===== src/hw/rtl/ecu_pkg.sv =====
`timescale 1ns / 1ps

package ecu_pkg;

  localparam int EPOCH_W = 32;
  localparam int YEAR_W  = 8;
  localparam int YDAY_W  = 9;
  localparam int MON_W   = 4;
  localparam int MDAY_W  = 5;
  localparam int HOUR_W  = 5;
  localparam int MIN_W   = 6;
  localparam int SEC_W   = 6;

  localparam int DAYS_W  = 16;
  localparam int SOD_W   = 17;
  localparam int CNT_W   = 3;

  localparam logic [SOD_W:0]     SECS_PER_DAY = 18'd86400;
  localparam logic [SOD_W-1:0]   SECS_PER_HOUR = 17'd3600;
  localparam logic [SOD_W-1:0]   SECS_PER_MIN = 17'd60;

  // floor division by a constant: drop the power of two, then multiply by
  // the rounded-up reciprocal of the odd part and keep the high bits
  // seconds / 86400 = (seconds >> 7) / 675
  localparam int                 DAY_SHIFT    = 7;
  localparam int                 DAY_RECIP_SH = 35;
  localparam int                 DAY_PROD_W   = 51;
  localparam logic [25:0]        DAY_RECIP    = 26'd50903317;
  // second of day / 3600 = (second of day >> 4) / 225
  localparam int                 HOUR_SHIFT    = 4;
  localparam int                 HOUR_RECIP_SH = 21;
  localparam int                 HOUR_PROD_W   = 27;
  localparam logic [13:0]        HOUR_RECIP    = 14'd9321;
  // second of hour / 60 = (second of hour >> 2) / 15
  localparam int                 MIN_SHIFT    = 2;
  localparam int                 MIN_RECIP_SH = 14;
  localparam int                 MIN_PROD_W   = 21;
  localparam logic [10:0]        MIN_RECIP    = 11'd1093;

  localparam int DIV_STEPS       = 2;
  localparam int HMS_STEPS       = 4;

  localparam logic [CNT_W-1:0]   DIV_DAY_Q  = 3'd0;
  localparam logic [CNT_W-1:0]   DIV_DAY_R  = 3'd1;
  localparam logic [CNT_W-1:0]   HMS_HOUR_Q = 3'd0;
  localparam logic [CNT_W-1:0]   HMS_HOUR_R = 3'd1;
  localparam logic [CNT_W-1:0]   HMS_MIN_Q  = 3'd2;
  localparam logic [CNT_W-1:0]   HMS_MIN_R  = 3'd3;

  localparam logic [YEAR_W-1:0]  BASE_YEAR_1900 = 8'd70;
  localparam logic [1:0]         BASE_MOD4      = 2'd2;
  localparam logic [6:0]         BASE_MOD100    = 7'd70;
  localparam logic [8:0]         BASE_MOD400    = 9'd370;
  localparam logic [6:0]         LAST_MOD100    = 7'd99;
  localparam logic [8:0]         LAST_MOD400    = 9'd399;

  localparam logic [YDAY_W-1:0]  DAYS_COMMON = 9'd365;
  localparam logic [YDAY_W-1:0]  DAYS_LEAP   = 9'd366;

  localparam logic [MON_W-1:0]   MON_JAN = 4'd0;
  localparam logic [MON_W-1:0]   MON_FEB = 4'd1;
  localparam logic [MON_W-1:0]   MON_APR = 4'd3;
  localparam logic [MON_W-1:0]   MON_JUN = 4'd5;
  localparam logic [MON_W-1:0]   MON_SEP = 4'd8;
  localparam logic [MON_W-1:0]   MON_NOV = 4'd10;
  localparam logic [MON_W-1:0]   MON_DEC = 4'd11;

  typedef struct packed {
    logic             load;
    logic             div_step;
    logic             hms_step;
    logic [CNT_W-1:0] step_idx;
    logic             year_step;
    logic             mon_load;
    logic             mon_step;
    logic             out_load;
  } ecu_cmd_t;

  typedef struct packed {
    logic year_done;
    logic mon_done;
  } ecu_sts_t;

  function automatic logic [MDAY_W-1:0] month_days(input logic [MON_W-1:0] mon,
                                                   input logic leap);
    logic [MDAY_W-1:0] n;
    case (mon)
      MON_FEB: n = leap ? 5'd29 : 5'd28;
      MON_APR, MON_JUN, MON_SEP, MON_NOV: n = 5'd30;
      default: n = 5'd31;
    endcase
    return n;
  endfunction

endpackage


===== src/hw/rtl/epoch_to_calendar_utc.sv =====
`timescale 1ns / 1ps

// Unix seconds to broken-down UTC calendar time, Gregorian leap rule.
// Input channel: in_valid/in_ready with in_epoch_seconds, unsigned seconds
// since 1970-01-01 00:00:00. Output channel: out_valid/out_ready with year
// since 1900, day of year, month 0..11, day of month, hour, minute, second.
// One word in, one word out, one word in flight at a time. Reciprocal
// multiplies split the day count from the second of day (quotient step,
// then remainder step); then the year walk (one year per cycle, 0 to 136
// years) runs alongside the split of the second of day into hour, minute
// and second (hour quotient, hour remainder, minute quotient, minute
// remainder), and the month walk follows, stopping at December. in_ready
// is high only when idle, so a new word is taken only after the last
// result has been loaded into the output register; the next word can be
// accepted while a finished result sits in the output register. If the
// receiver stalls, the result holds, and the following conversion
// completes but waits before overwriting it.
// Synchronous active-low reset returns to idle with no output pending;
// no memory needs clearing.

module epoch_to_calendar_utc (
  input  logic                         clk,
  input  logic                         rst_n,
  input  logic                         in_valid,
  output logic                         in_ready,
  input  logic [ecu_pkg::EPOCH_W-1:0]  in_epoch_seconds,
  output logic                         out_valid,
  input  logic                         out_ready,
  output logic [ecu_pkg::YEAR_W-1:0]   out_year_since_1900,
  output logic [ecu_pkg::YDAY_W-1:0]   out_day_of_year,
  output logic [ecu_pkg::MON_W-1:0]    out_month_index,
  output logic [ecu_pkg::MDAY_W-1:0]   out_day_of_month,
  output logic [ecu_pkg::HOUR_W-1:0]   out_hour_of_day,
  output logic [ecu_pkg::MIN_W-1:0]    out_minute_of_hour,
  output logic [ecu_pkg::SEC_W-1:0]    out_second_of_minute
);
  import ecu_pkg::*;

  ecu_cmd_t cmd;
  ecu_sts_t sts;

  ecu_ctrl u_ctrl (
    .clk       (clk),
    .rst_n     (rst_n),
    .in_valid  (in_valid),
    .in_ready  (in_ready),
    .out_valid (out_valid),
    .out_ready (out_ready),
    .sts       (sts),
    .cmd       (cmd)
  );

  ecu_dp u_dp (
    .clk                  (clk),
    .in_epoch_seconds     (in_epoch_seconds),
    .cmd                  (cmd),
    .sts                  (sts),
    .out_year_since_1900  (out_year_since_1900),
    .out_day_of_year      (out_day_of_year),
    .out_month_index      (out_month_index),
    .out_day_of_month     (out_day_of_month),
    .out_hour_of_day      (out_hour_of_day),
    .out_minute_of_hour   (out_minute_of_hour),
    .out_second_of_minute (out_second_of_minute)
  );

`ifndef ASSERT_OFF
  a_busy_after_accept: assert property (@(posedge clk) disable iff (!rst_n)
    (in_valid && in_ready) |=> !in_ready)
    else $error("in_ready high right after accepting a word");

  a_load_slot_free: assert property (@(posedge clk) disable iff (!rst_n)
    cmd.out_load |-> (!out_valid || out_ready))
    else $error("result loaded over a pending result");

  a_date_range: assert property (@(posedge clk) disable iff (!rst_n)
    out_valid |-> (out_month_index <= MON_DEC) && (out_day_of_month != '0))
    else $error("month or day of month out of range");

  a_time_range: assert property (@(posedge clk) disable iff (!rst_n)
    out_valid |-> (out_hour_of_day < 5'd24) && (out_minute_of_hour < 6'd60)
                  && (out_second_of_minute < 6'd60))
    else $error("time of day out of range");
`endif

endmodule


===== src/hw/rtl/ecu_ctrl.sv =====
`timescale 1ns / 1ps

module ecu_ctrl (
  input  logic              clk,
  input  logic              rst_n,
  input  logic              in_valid,
  output logic              in_ready,
  output logic              out_valid,
  input  logic              out_ready,
  input  ecu_pkg::ecu_sts_t sts,
  output ecu_pkg::ecu_cmd_t cmd
);
  import ecu_pkg::*;

  localparam logic [2:0] ST_IDLE = 3'd0;
  localparam logic [2:0] ST_DIV  = 3'd1;
  localparam logic [2:0] ST_WALK = 3'd2;
  localparam logic [2:0] ST_MON  = 3'd3;
  localparam logic [2:0] ST_PUSH = 3'd4;

  logic [2:0]       state_r, state_nxt;
  logic [CNT_W-1:0] cnt_r, cnt_nxt;
  logic             out_valid_r, out_valid_nxt;
  logic             hms_busy;

  assign hms_busy = (cnt_r != CNT_W'(HMS_STEPS));

  always_comb begin
    state_nxt     = state_r;
    cnt_nxt       = cnt_r;
    cmd           = '0;
    out_valid_nxt = out_valid_r && !out_ready;
    case (state_r)
      ST_IDLE: begin
        if (in_valid) begin
          cmd.load  = 1'b1;
          cnt_nxt   = '0;
          state_nxt = ST_DIV;
        end
      end
      ST_DIV: begin
        cmd.div_step = 1'b1;
        cmd.step_idx = cnt_r;
        cnt_nxt      = cnt_r + 1'b1;
        if (cnt_r == CNT_W'(DIV_STEPS - 1)) begin
          cnt_nxt   = '0;
          state_nxt = ST_WALK;
        end
      end
      ST_WALK: begin
        // time of day and year walk run side by side
        cmd.hms_step  = hms_busy;
        cmd.step_idx  = cnt_r;
        cmd.year_step = !sts.year_done;
        if (hms_busy) begin
          cnt_nxt = cnt_r + 1'b1;
        end
        if (!hms_busy && sts.year_done) begin
          cmd.mon_load = 1'b1;
          state_nxt    = ST_MON;
        end
      end
      ST_MON: begin
        if (sts.mon_done) begin
          state_nxt = ST_PUSH;
        end else begin
          cmd.mon_step = 1'b1;
        end
      end
      ST_PUSH: begin
        if (!out_valid_r || out_ready) begin
          cmd.out_load  = 1'b1;
          out_valid_nxt = 1'b1;
          state_nxt     = ST_IDLE;
        end
      end
      default: begin
        state_nxt = ST_IDLE;
      end
    endcase
  end

  always_ff @(posedge clk) begin
    if (!rst_n) begin
      state_r     <= ST_IDLE;
      cnt_r       <= '0;
      out_valid_r <= 1'b0;
    end else begin
      state_r     <= state_nxt;
      cnt_r       <= cnt_nxt;
      out_valid_r <= out_valid_nxt;
    end
  end

  assign in_ready  = (state_r == ST_IDLE);
  assign out_valid = out_valid_r;

endmodule


===== src/hw/rtl/ecu_dp.sv =====
`timescale 1ns / 1ps

module ecu_dp (
  input  logic                         clk,
  input  logic [ecu_pkg::EPOCH_W-1:0]  in_epoch_seconds,
  input  ecu_pkg::ecu_cmd_t            cmd,
  output ecu_pkg::ecu_sts_t            sts,
  output logic [ecu_pkg::YEAR_W-1:0]   out_year_since_1900,
  output logic [ecu_pkg::YDAY_W-1:0]   out_day_of_year,
  output logic [ecu_pkg::MON_W-1:0]    out_month_index,
  output logic [ecu_pkg::MDAY_W-1:0]   out_day_of_month,
  output logic [ecu_pkg::HOUR_W-1:0]   out_hour_of_day,
  output logic [ecu_pkg::MIN_W-1:0]    out_minute_of_hour,
  output logic [ecu_pkg::SEC_W-1:0]    out_second_of_minute
);
  import ecu_pkg::*;

  logic [EPOCH_W-1:0] num_r;
  logic [SOD_W-1:0]   rem_r;
  logic [DAYS_W-1:0]  days_r;
  logic [HOUR_W-1:0]  hour_r;
  logic [MIN_W-1:0]   min_r;
  logic [YEAR_W-1:0]  year_r;
  logic [1:0]         mod4_r;
  logic [6:0]         mod100_r;
  logic [8:0]         mod400_r;
  logic [MON_W-1:0]   mon_r;
  logic [YDAY_W-1:0]  dom_r;

  logic [YEAR_W-1:0]  year_q_r;
  logic [YDAY_W-1:0]  yday_q_r;
  logic [MON_W-1:0]   mon_q_r;
  logic [MDAY_W-1:0]  mday_q_r;
  logic [HOUR_W-1:0]  hour_q_r;
  logic [MIN_W-1:0]   min_q_r;
  logic [SEC_W-1:0]   sec_q_r;

  logic [DAY_PROD_W-1:0]  day_prod;
  logic [EPOCH_W-1:0]     day_base;
  logic [HOUR_PROD_W-1:0] hour_prod;
  logic [SOD_W-1:0]       hour_base;
  logic [MIN_PROD_W-1:0]  min_prod;
  logic [SOD_W-1:0]       min_base;

  logic               leap;
  logic [YDAY_W-1:0]  ylen;
  logic [MDAY_W-1:0]  mlen;

  assign day_prod  = DAY_PROD_W'(num_r[EPOCH_W-1:DAY_SHIFT]) * DAY_PROD_W'(DAY_RECIP);
  assign day_base  = EPOCH_W'(days_r) * EPOCH_W'(SECS_PER_DAY);
  assign hour_prod = HOUR_PROD_W'(rem_r[SOD_W-1:HOUR_SHIFT]) * HOUR_PROD_W'(HOUR_RECIP);
  assign hour_base = SOD_W'(hour_r) * SECS_PER_HOUR;
  assign min_prod  = MIN_PROD_W'(rem_r[SOD_W-1:MIN_SHIFT]) * MIN_PROD_W'(MIN_RECIP);
  assign min_base  = SOD_W'(min_r) * SECS_PER_MIN;

  assign leap = (mod4_r == 2'd0) && ((mod100_r != 7'd0) || (mod400_r == 9'd0));
  assign ylen = leap ? DAYS_LEAP : DAYS_COMMON;
  assign mlen = month_days(mon_r, leap);

  assign sts.year_done = (days_r < DAYS_W'(ylen));
  assign sts.mon_done  = (mon_r == MON_DEC) || (dom_r < YDAY_W'(mlen));

  always_ff @(posedge clk) begin
    if (cmd.load) begin
      num_r    <= in_epoch_seconds;
      year_r   <= BASE_YEAR_1900;
      mod4_r   <= BASE_MOD4;
      mod100_r <= BASE_MOD100;
      mod400_r <= BASE_MOD400;
    end
    if (cmd.div_step) begin
      case (cmd.step_idx)
        DIV_DAY_Q: days_r <= day_prod[DAY_RECIP_SH +: DAYS_W];
        DIV_DAY_R: rem_r  <= SOD_W'(num_r - day_base);
        default: ;
      endcase
    end
    if (cmd.hms_step) begin
      case (cmd.step_idx)
        HMS_HOUR_Q: hour_r <= hour_prod[HOUR_RECIP_SH +: HOUR_W];
        HMS_HOUR_R: rem_r  <= rem_r - hour_base;
        HMS_MIN_Q:  min_r  <= min_prod[MIN_RECIP_SH +: MIN_W];
        HMS_MIN_R:  rem_r  <= rem_r - min_base;
        default: ;
      endcase
    end
    if (cmd.year_step) begin
      days_r   <= days_r - DAYS_W'(ylen);
      year_r   <= year_r + 1'b1;
      mod4_r   <= mod4_r + 1'b1;
      mod100_r <= (mod100_r == LAST_MOD100) ? 7'd0 : mod100_r + 1'b1;
      mod400_r <= (mod400_r == LAST_MOD400) ? 9'd0 : mod400_r + 1'b1;
    end
    if (cmd.mon_load) begin
      mon_r <= MON_JAN;
      dom_r <= days_r[YDAY_W-1:0];
    end
    if (cmd.mon_step) begin
      mon_r <= mon_r + 1'b1;
      dom_r <= dom_r - YDAY_W'(mlen);
    end
    if (cmd.out_load) begin
      year_q_r <= year_r;
      yday_q_r <= days_r[YDAY_W-1:0];
      mon_q_r  <= mon_r;
      mday_q_r <= dom_r[MDAY_W-1:0] + 1'b1;
      hour_q_r <= hour_r;
      min_q_r  <= min_r;
      sec_q_r  <= rem_r[SEC_W-1:0];
    end
  end

  assign out_year_since_1900  = year_q_r;
  assign out_day_of_year      = yday_q_r;
  assign out_month_index      = mon_q_r;
  assign out_day_of_month     = mday_q_r;
  assign out_hour_of_day      = hour_q_r;
  assign out_minute_of_hour   = min_q_r;
  assign out_second_of_minute = sec_q_r;

endmodule


===== config.mk =====
export PLATFORM = sky130hd
export DESIGN_NAME = epoch_to_calendar_utc
export DESIGN_NICKNAME = d
export VERILOG_FILES = /design/src/hw/rtl/ecu_pkg.sv /design/src/hw/rtl/epoch_to_calendar_utc.sv /design/src/hw/rtl/ecu_ctrl.sv /design/src/hw/rtl/ecu_dp.sv
export SDC_FILE = /design/constraint.sdc
export NUM_CORES = 1
export LEC_CHECK = 0
export BUFFER_PORTS_ARGS = -buffer_cell sky130_fd_sc_hd__buf_2
export CAP_MARGIN = 20
export CORE_MARGIN = 1
export CORE_UTILIZATION = 62
export DETAILED_ROUTE_END_ITERATION = 10
export PLACE_DENSITY = 0.91
export SLEW_MARGIN = 20
export SYNTH_ARGS = -nofsm -noshare
export SYNTH_HDL_FRONTEND = slang
export SYNTH_SLANG_ARGS = --single-unit

===== constraint.sdc =====
create_clock -name clk -period 11.4 [get_ports clk]
set_input_delay 2.28 -clock clk [delete_from_list [all_inputs] [get_ports clk]]
set_output_delay 2.28 -clock clk [all_outputs]
set_load 0.1 [all_outputs]

==> results of run 1 <==
-- worst min-delay path by stage --
stage | startpoint | end | slack, ns | depth (start not counted)
floorplan | u_dp.rem_r[0]$_DFFE_PP_ | u_dp.out_second_of_minute[0]$_DFFE_PP_ | 0.43 | 0
global placement | u_dp.rem_r[1]$_DFFE_PP_ | u_dp.out_second_of_minute[1]$_DFFE_PP_ | 0.46 | 0
detailed placement | u_dp.rem_r[1]$_DFFE_PP_ | u_dp.out_second_of_minute[1]$_DFFE_PP_ | 0.47 | 0
CTS | u_dp.rem_r[1]$_DFFE_PP_ | u_dp.out_second_of_minute[1]$_DFFE_PP_ | 0.49 | 0
global route | u_dp.rem_r[1]$_DFFE_PP_ | u_dp.out_second_of_minute[1]$_DFFE_PP_ | 0.50 | 0
finish | u_dp.rem_r[1]$_DFFE_PP_ | u_dp.out_second_of_minute[1]$_DFFE_PP_ | 0.49 | 0
-- synth_stat cells (6+ instances only) --
cell type / number
inv_1: 528
ha_1: 526
fa_1: 245
edfxtp_1: 145
nand2_1: 87
nor2_1: 83
a21oi_1: 76
xnor2_1: 73
o21ai_0: 68
xor2_1: 51
nand3_1: 32
a21o_1: 27
clkbuf_1: 22
dfxtp_1: 20
nor2b_1: 18
nor3_1: 16
nand2b_1: 15
mux2i_1: 12
o21bai_1: 12
a211oi_1: 11
and3_1: 9
or3_1: 9
nand4_1: 8
nor4_1: 8
o21a_1: 8
and2_1: 7
o22ai_1: 7
a21boi_0: 6
a31oi_1: 6
nor3b_1: 6
o221ai_1: 6
-- cell families (layout without fill, tap and decap cells) --
family	count (synthesis)	count (layout)	share of synthesized area, %
simple gates	316	316	6.68
flops	165	165	20.7
fa+ha+maj	771	771	50.1
mux	12	12	0.523
buf+inv	553	648	9.07
xor+xnor	124	124	4.73
compound gates	284	284	8.21
other cells	0	1	0
-- cells in the final DEF (no fill, tap or decap), drive strengths merged, types with 20 or more instances in the layout --
cell type and instances:
a21o 28, a21oi 77, buf 88, dfxtp 20, edfxtp 145, fa 245, ha 526, inv 534
nand2 87, nand3 33, nor2 83, o21ai 73, xnor2 73, xor2 51
-- sequential cells by signal, indices dropped and copies added (netlist names) --
name	cells
u_dp.year_r	8
u_dp.days_r	16
u_dp.mod100_r	7
u_dp.out_second_of_minute	6
u_dp.out_minute_of_hour	6
u_ctrl.cnt_r	3
u_dp.num_r	32
u_dp.dom_r	9
u_ctrl.out_valid	1
u_dp.out_year_since_1900	8
u_dp.out_day_of_year	9
u_dp.out_day_of_month	5
u_ctrl.state_r	3
u_dp.mod4_r	2
u_dp.hour_r	5
u_dp.out_month_index	4
u_dp.min_r	6
u_dp.mon_r	4
u_dp.rem_r	17
u_dp.mod400_r	9
u_dp.out_hour_of_day	5
-- routing by layer --
layer  wire (µm)  track usage [%]
met1       21300             34.7
met2       27500             53.0
met3        2800             4.30
met4        2760             15.9
met5           0                0
-- stage by stage --
stage | worst slack (ns) | hold slack [ns] | area (µm²) | utilization (%) | cells
floorplan | 5.07 | 0.426 | 22900 | - | 2225
global placement | 4.59 | 0.464 | 23900 | 65.5 | 2756
detailed placement | 4.41 | 0.468 | 23900 | 65.5 | 2756
CTS | 4.37 | 0.486 | 24500 | 67.0 | 2788
global route | 4.10 | 0.497 | 24500 | 67.1 | 2789
finish | 4.35 | 0.495 | 24500 | 67.1 | 2789
-- final cells by class --
| cell class | count | area (µm²) | area share [%] |
|---|---|---|---|
| Antenna cell | 1 | 2.50 | 0.0102 |
| Inverter | 528 | 1980 | 8.09 |
| Clock buffer | 17 | 425 | 1.74 |
| Tap cell | 468 | 586 | 2.39 |
| Multi-Input combinational cell | 1507 | 16100 | 65.9 |
| Clock inverter | 15 | 144 | 0.587 |
| Sequential cell | 165 | 4750 | 19.4 |
| Timing Repair Buffer | 88 | 460 | 1.88 |
==> summary.md, run 1 <==
| Metric | Value |
|---|---|
| Status | finished clean |
| Cell area after synthesis | 22900 µm² |
| Largest net degree at the start of global routing | 44 |
| Path category of the worst min-delay check | flip-flop to flip-flop |
| Slew headroom | 23.0% |
| CP Buf/Inv Count | 6 |
| Vias post-DR | 16200 |
| DR pass1 iterations | 5 |
| GPL Wtd Cong | 0.995 |
| Skew final | 0.0148 ns |
| Synth area leader | ha_1 |
| Height of the die | 194 µm |
| CTS clock-pin slew for the worst setup and hold paths | 0.08 ns |
| I/O pins | 81 |
| Crit path required time | 11.60 ns |
| Critical Path Sink | u_dp.days_r[11]$_DFFE_PP_ |
| Final Cycle Share | 61.8% |
| Final wirelength | 54.3 mm |
| GRT Total Usage | 29.8% |
| Setup crit start | u_dp.num_r[12]$_DFFE_PP_ |
| Share of the synthesized area in the top cell type | 28.7% |
| Crit Path Class | flip-flop to flip-flop |
| First-pass GRT wire length | 88.0 mm |
| Routed len/inst | 19.5 µm |
| Critical path, cell by cell | inv_1 > ha_1 > inv_1 > fa_1 > ha_1 > inv_1 > fa_1 > inv_1 > fa_1 > fa_1 > inv_1 > fa_1 > inv_1 > ha_1 > a21oi_1 > o21ai_1 > a221oi_2 > nand4_1 > o211ai_2 > o21ai_4 > a31o_4 > a2111oi_2 > nor3_2 |
| Worst setup EP type | flip-flop |
| Slowest cell on crit path | edfxtp_1 |
| DP HPWL | 43.6 mm |
| CTS Hold Bufs | 0 |
| Worst slew pin tran | 1.14 ns |
| R2R setup slack | 4.35 ns |
| Final Max Tran Viols | 0 |
| Initial Util | 62.8% |
| Post-synth top flop | edfxtp_1 |
| Worst Reg-to-Reg Cells | 23 |
| DR DRC count | 0 |
| Cells after synthesis | 2225 |
| CP most frequent cell | inv_1 |
| Max frequency | 142 MHz |
| Worst reg2reg endpoint | u_dp.days_r[11]$_DFFE_PP_ |
| Post-synth EDFFs | 145 |
| Die Wd | 194 µm |
| Ys async rst share | 0% |
| Initial antenna violation count | 1 |
| Final hold violations | 0 |
| Area of the die | 37800 µm² |
| R2r startpoint | u_dp.num_r[12]$_DFFE_PP_ |
| NumNets Final | 3114 |
| Mapped Nets | 3032 |
| Fill cell total of the finished layout | 2546 |
| RSZ-0062 raised after global routing | false |
| Syn_area_per_cell | 10.3 µm² |
| Placeable Area | 36500 µm² |
| DR vias/cell | 5.82 |
| Setup violators final | 0 |
| CTS H-tree depth | 4 |
| Number of global-route vias before repair | 17700 |
| Synth-to-layout area growth | 6.77% |
| WP depth | 23 |
| Seq cells post-synth | 165 |
| Core Rows | 70 |
| Post-synthesis sequential area ratio | 20.7% |
| # resized after CTS | 0 |
| Yosys warning count | 0 |
| Most area-consuming cells after synthesis | ha_1 29%, fa_1 21%, edfxtp_1 19% |
| TNS Setup | 0 ns |
| Share of cells above drive strength 1 | 6.25% |
| IO buf count | 80 |
| CP Launch Type | flip-flop |
| Clock tree buffer depth | 2 |
| Post-layout minimum cycle time | 7.05 ns |
| Post CTS Setup Buffer Count | 0 |
| Post-DRT Antenna Nets | 0 |
| Worst Path Arrival | 7.25 ns |
| Max-cap viol count | 0 |
| Slowest stage delay, CP | 0.78 ns |
| Cell variety after synth | 75 |
| CTS tree | done |
| CTS buffer count | 17 |
| Max Fanout on Critical Path | 12 |
| Top delay family on crit path | adder cells |
| Clock Latency Late Sink | 0.47 ns |
| Clock sink count | 165 |
| Initial drt markers | 1054 |
| Overflow after GRT | 0 |
| Clock root cell | clkbuf_16 |
Power of run 1 is left out: the tool's default activity adds up to more than one toggle a clock period on the data nets, which glitch-free logic cannot reach.
==> run 2, diff against run 1 <==
clock period = 6.85 ns   (was 11.4 ns; I/O delays follow)
==> run 2 against run 1 <==
Effect of this change: sequential cell count unchanged; critical path depth shrank 2; setup slack got worse by 4.2 ns; core utilization rose by 1.1 points; global-route usage rose by 1.0 points; final cell count grew 1.6%; via count grew 1.2%; clock skew grew 0.0026 ns; sequential share of layout area is 0.32 points lower; count of clock-buffer cells in the layout is 6 higher; routed wire length increased by 4.6%; highest routed layer unchanged.
==> summary.md, run 2 (synthesis gave the netlist of run 1 again) <==
| Metric | Value |
|---|---|
| Vias post-DR | 16400 |
| Initial Util | 62.8% |
| Slowest cell on crit path | fa_1 |
| Final Cycle Share | 98.4% |
| Status | finished clean |
| DR pass1 iterations | 5 |
| CTS H-tree depth | 4 |
| Initial drt markers | 1061 |
| Final wirelength | 56.8 mm |
| Top delay family on crit path | adder cells |
| Worst slew pin tran | 1.07 ns |
| NumNets Final | 3159 |
| DP HPWL | 45.6 mm |
| Area of the die | 37800 µm² |
| Post-DRT Antenna Nets | 0 |
| IO buf count | 80 |
| Clock sink count | 165 |
| # diodes | 0 |
| Clock root cell | clkbuf_16 |
| CTS buffer count | 17 |
| Hold_ws | 0.497 ns |
| Largest registers | u_dp.num_r (32), u_dp.rem_r (17), u_dp.days_r (16) |
| Initial antenna violation count | 0 |
| Height of the die | 194 µm |
| R2R setup slack | 0.11 ns |
| First-pass GRT wire length | 89.5 mm |
| Max frequency | 148 MHz |
| Skew final | 0.0175 ns |
| Multi-input gate area | 16200 µm² |
| Worst setup EP type | flip-flop |
| Clock Latency Late Sink | 0.46 ns |
| CTS clock-pin slew for the worst setup and hold paths | 0.07 ns |
| Final hold violations | 0 |
| Overflow after GRT | 0 |
| Share of cells above drive strength 1 | 8.03% |
| Largest net degree at the start of global routing | 44 |
| Register name with the most flops | u_dp.num_r |
| Post-layout minimum cycle time | 6.74 ns |
| Worst Path Arrival | 6.95 ns |
| I/O pins | 81 |
| Final Max Tran Viols | 0 |
| Clock tree buffer depth | 2 |
| Synth-to-layout area growth | 8.55% |
| Path category of the worst min-delay check | flip-flop to flip-flop |
| CP Launch Type | flip-flop |
| CTS tree | done |
| CP most frequent cell | fa_1 |
| CP Buf/Inv Count | 4 |
| Critical path, cell by cell | fa_1 > inv_1 > fa_1 > inv_1 > fa_1 > inv_1 > fa_1 > inv_1 > fa_1 > fa_1 > ha_1 > ha_1 > a21oi_1 > o21bai_1 > a21oi_2 > nand4_1 > o211ai_4 > nand3_1 > a221oi_4 > nor4b_1 > a211o_1 |
| Die Wd | 194 µm |
| Crit path required time | 7.06 ns |
| DR DRC count | 0 |
| Placeable Area | 36500 µm² |
| Number of global-route vias before repair | 17500 |
| Routed len/inst | 20.0 µm |
| Max-cap viol count | 0 |
| Slowest stage delay, CP | 0.58 ns |
| DR vias/cell | 5.80 |
| Core Rows | 70 |
| Commonest non-fill, non-tap cell in the layout | inv_1 |
| GRT Total Usage | 30.8% |
| Setup violators final | 0 |
| Largest register FFs | 32 |
| Storage cell area | 4750 µm² |
| CTS Hold Bufs | 0 |
| Most frequent cells in the layout | 527 x inv_1, 526 x ha_1, 245 x fa_1, 145 x edfxtp_1, 87 x nand2_1 |
| GPL Wtd Cong | 1.03 |
| Fill cell total of the finished layout | 2582 |
| Crit Path Class | flip-flop to flip-flop |
| Max Fanout on Critical Path | 7 |
| Slew headroom | 28.3% |
==> run 2: cell types whose count changed in the layout (fill, tap and decap cells not counted), sizes merged <==
cell / delta
clkinvlp: -3
buf: +45
clkinv: -1
bufinv: +2
inv: -4
clkbuf: +6
diode: -1
==> run 2: routing by layer <==
metal / vias to the layer above / GRT usage, % / part of all wire [%]
met5: - / 0 / 0
met4: 0 / 17.3 / 5.2
met3: 185 / 4.44 / 5.8
met2: 653 / 53.6 / 49
met1: 8000 / 36.6 / 40
li1: 7601 / - / -
==> run 2: worst register-to-register path, stage by stage, from the launching register on <==
cell and delay [ns]:
edfxtp_1 0.53, fa_1 0.58, inv_1 0.05, fa_1 0.48
inv_1 0.06, fa_1 0.55, inv_1 0.06, fa_1 0.54
inv_1 0.06, fa_1 0.51, fa_1 0.45, ha_1 0.31
ha_1 0.35, a21oi_1 0.21, o21bai_1 0.15, a21oi_2 0.20
nand4_1 0.18, o211ai_4 0.33, nand3_1 0.19, a221oi_4 0.35
nor4b_1 0.10, a211o_1 0.26
==> run 2: area by class of cell <==
type,count,area share [%]
Inverter,528,7.96
Sequential cell,165,19.1
Multi-Input combinational cell,1507,65.0
Timing Repair Buffer,133,3.20
Clock buffer,23,1.80
Clock inverter,9,0.583
Tap cell,468,2.35
==> run 2: timing repair <==
item,in CTS,in global routing
endpoints found under the setup margin,0,7
setup buffers,0,23
resized for setup,0,8
==> run 2: path summary, 6_finish.rpt <==
kind / cells after the start / end / from
setup / recovery: 21 / u_dp.days_r[14]$_DFFE_PP_ / u_dp.num_r[29]$_DFFE_PP_
hold / removal: 0 / u_dp.out_year_since_1900[7]$_DFFE_PP_ / u_dp.year_r[7]$_SDFFCE_PN0P_
setup reg to reg: 21 / u_dp.days_r[14]$_DFFE_PP_ / u_dp.num_r[29]$_DFFE_PP_
hold reg to reg: 0 / u_dp.out_year_since_1900[7]$_DFFE_PP_ / u_dp.year_r[7]$_SDFFCE_PN0P_
==> run 2: metrics by stage <==
stage	setup TNS, ns	std cells	instance area (µm²)	util [%]	setup WS, ns
6_report	0	2833	24900	68.2	0.108
4_1_cts	0	2810	24700	67.6	0.118
3_5_place_dp	0	2778	24100	66.0	0.168
5_1_grt	-0.0364	2833	24900	68.2	-0.0364
3_3_place_gp	0	2778	24100	65.9	0.390
2_1_floorplan	0	2225	22900	-	0.517
Power of run 2 is left out for the same reason.
==> run 3, diff against run 2 <==
CORE_ASPECT_RATIO = 1.25   (was not set)
==> run 3 against run 2 <==
Effect of this change: non-clock buffer count up 5; via count up 2.9%; worst hold slack worse by 0.014 ns; first-iteration DRC count down 6.7%; die area is essentially flat; clock skew up 0.0043 ns; global-route usage increased by 0.92 points; core utilization up 0.38 points; fmax rose by 0.66%; critical endpoint unchanged.
==> summary.md, run 3 (synthesis gave the netlist of run 1 again) <==
| Metric | Value |
|---|---|
| Worst Path Arrival | 6.92 ns |
| Worst setup EP type | flip-flop |
| Placeable Area | 36400 µm² |
| Vias post-DR | 16900 |
| CTS clock-pin slew for the worst setup and hold paths | 0.08 ns |
| Area of the die | 37800 µm² |
| Initial Util | 63.0% |
| Max-cap viol count | 0 |
| Crit Path Class | flip-flop to flip-flop |
| Initial antenna violation count | 0 |
| Die Wd | 174 µm |
| Initial drt markers | 990 |
| Clock root cell | clkbuf_16 |
| Setup violators final | 0 |
| Worst Reg-to-Reg Cells | 21 |
| R2r startpoint | u_dp.num_r[29]$_DFFE_PP_ |
| Final hold violations | 0 |
| R2R setup slack | 0.15 ns |
| Placed cell count | 2793 |
| Final Cycle Share | 97.8% |
| Height of the die | 217 µm |
| Slew headroom | 43.9% |
| Register name with the most flops | u_dp.num_r |
| Largest registers | u_dp.num_r (32), u_dp.rem_r (17), u_dp.days_r (16) |
| Sink of the worst hold path | u_dp.out_year_since_1900[7]$_DFFE_PP_ |
| Min-delay src | u_dp.year_r[7]$_SDFFCE_PN0P_ |
| Max frequency | 149 MHz |
| Crit path required time | 7.07 ns |
| Clock tree buffer depth | 2 |
| Final instance area | 25000 µm² |
| Clock sink count | 165 |
| Largest register FFs | 32 |
| Number of global-route vias before repair | 18300 |
| Path category of the worst min-delay check | flip-flop to flip-flop |
| Most frequent cells in the layout | 528 x inv_1, 526 x ha_1, 245 x fa_1, 145 x edfxtp_1, 87 x nand2_1 |
| TNS Setup | 0 ns |
| DR vias/cell | 5.93 |
| GPL Wtd Cong | 1.06 |
| Overflow after GRT | 0 |
| Share of cells above drive strength 1 | 8.48% |
| Final wirelength | 59.1 mm |
| Post-DRT Antenna Nets | 0 |
| Synth-to-layout area growth | 8.80% |
| CP Launch Type | flip-flop |
| Cell Count, Final, Fillers Out | 2850 |
| Area post-placement | 24100 µm² |
| GRT Total Usage | 31.7% |
| Largest net degree at the start of global routing | 44 |
| Core Rows | 78 |
| Commonest non-fill, non-tap cell in the layout | inv_1 |
| DR pass1 iterations | 5 |
| Routed len/inst | 20.7 µm |
| CTS tree | done |
| CTS Hold Bufs | 0 |
| Skew final | 0.0217 ns |
| NumNets Final | 3164 |
| DP HPWL | 47.2 mm |
| Worst slew pin tran | 0.837 ns |
| DR DRC count | 0 |
| CTS H-tree depth | 4 |
| First-pass GRT wire length | 91.0 mm |
| Worst reg2reg endpoint | u_dp.days_r[14]$_DFFE_PP_ |
| Final Max Tran Viols | 0 |
| Clock Latency Late Sink | 0.48 ns |
| Max Fanout on Critical Path | 7 |
| I/O pins | 81 |
| Status | finished clean |
| Post-layout minimum cycle time | 6.70 ns |
| CTS buffer count | 17 |
| IO buf count | 80 |
| # diodes | 0 |
| Min-Delay Path Depth | 0 |
-- run 3: layer usage --
metal  up-vias  routed length [µm]  track usage, %
li1       7606                   -               -
met1      8198               20200            31.6
met3       343                3280            5.54
met2       764               29900            57.0
met4         0                5620            27.3
met5         -                   0               0
-- run 3: through the flow --
step	worst slack, ns	util (%)	hold slack [ns]
final	0.152	68.6	0.483
after floorplan	0.517	-	0.426
after global routing	-0.100	68.6	0.502
after CTS	0.0812	67.9	0.484
after detailed placement	0.136	66.3	0.465
after global placement	0.407	66.3	0.453
-- run 3: worst max-delay path: stages, from the launching register on --
cell      delay (ns)
edfxtp_1        0.55
fa_1            0.60
inv_1           0.05
fa_1            0.47
inv_1           0.05
fa_1            0.55
inv_1           0.07
fa_1            0.44
fa_1            0.53
inv_1           0.06
fa_1            0.48
ha_1            0.32
ha_1            0.35
a21oi_1         0.19
o21bai_1        0.13
a21oi_2         0.22
nand4_1         0.21
o211ai_4        0.31
nand3_1         0.18
a221oi_4        0.31
nor4b_1         0.10
a211o_1         0.25
-- run 3: worst max path at each step --
stage	to	from	cells after the start	slack, ns
2_1_floorplan	u_dp.days_r[11]$_DFFE_PP_	u_dp.num_r[12]$_DFFE_PP_	23	0.52
3_3_place_gp	u_dp.days_r[11]$_DFFE_PP_	u_dp.num_r[26]$_DFFE_PP_	21	0.41
3_5_place_dp	u_dp.days_r[11]$_DFFE_PP_	u_dp.num_r[30]$_DFFE_PP_	21	0.14
4_1_cts	u_dp.days_r[14]$_DFFE_PP_	u_dp.num_r[30]$_DFFE_PP_	21	0.08
5_1_grt	u_dp.days_r[14]$_DFFE_PP_	u_dp.num_r[11]$_DFFE_PP_	23	-0.10
6_report	u_dp.days_r[14]$_DFFE_PP_	u_dp.num_r[29]$_DFFE_PP_	21	0.15
-- run 3: layout make-up --
| cell class | count | area [µm²] |
|---|---|---|
| Timing Repair Buffer | 138 | 836 |
| Clock inverter | 15 | 165 |
| Tap cell | 480 | 601 |
| Clock buffer | 17 | 425 |
| Sequential cell | 165 | 4750 |
| Fill cell | 2447 | 11400 |
| Inverter | 528 | 1980 |
| Multi-Input combinational cell | 1507 | 16200 |
-- run 3: repair_timing --
action,4_1_cts,5_1_grt
endpoints found under the hold margin,0,0
setup endpoints to repair,0,7
setup buffers,0,25
gates resized for setup,0,7
Power of run 3 is left out for the same reason.
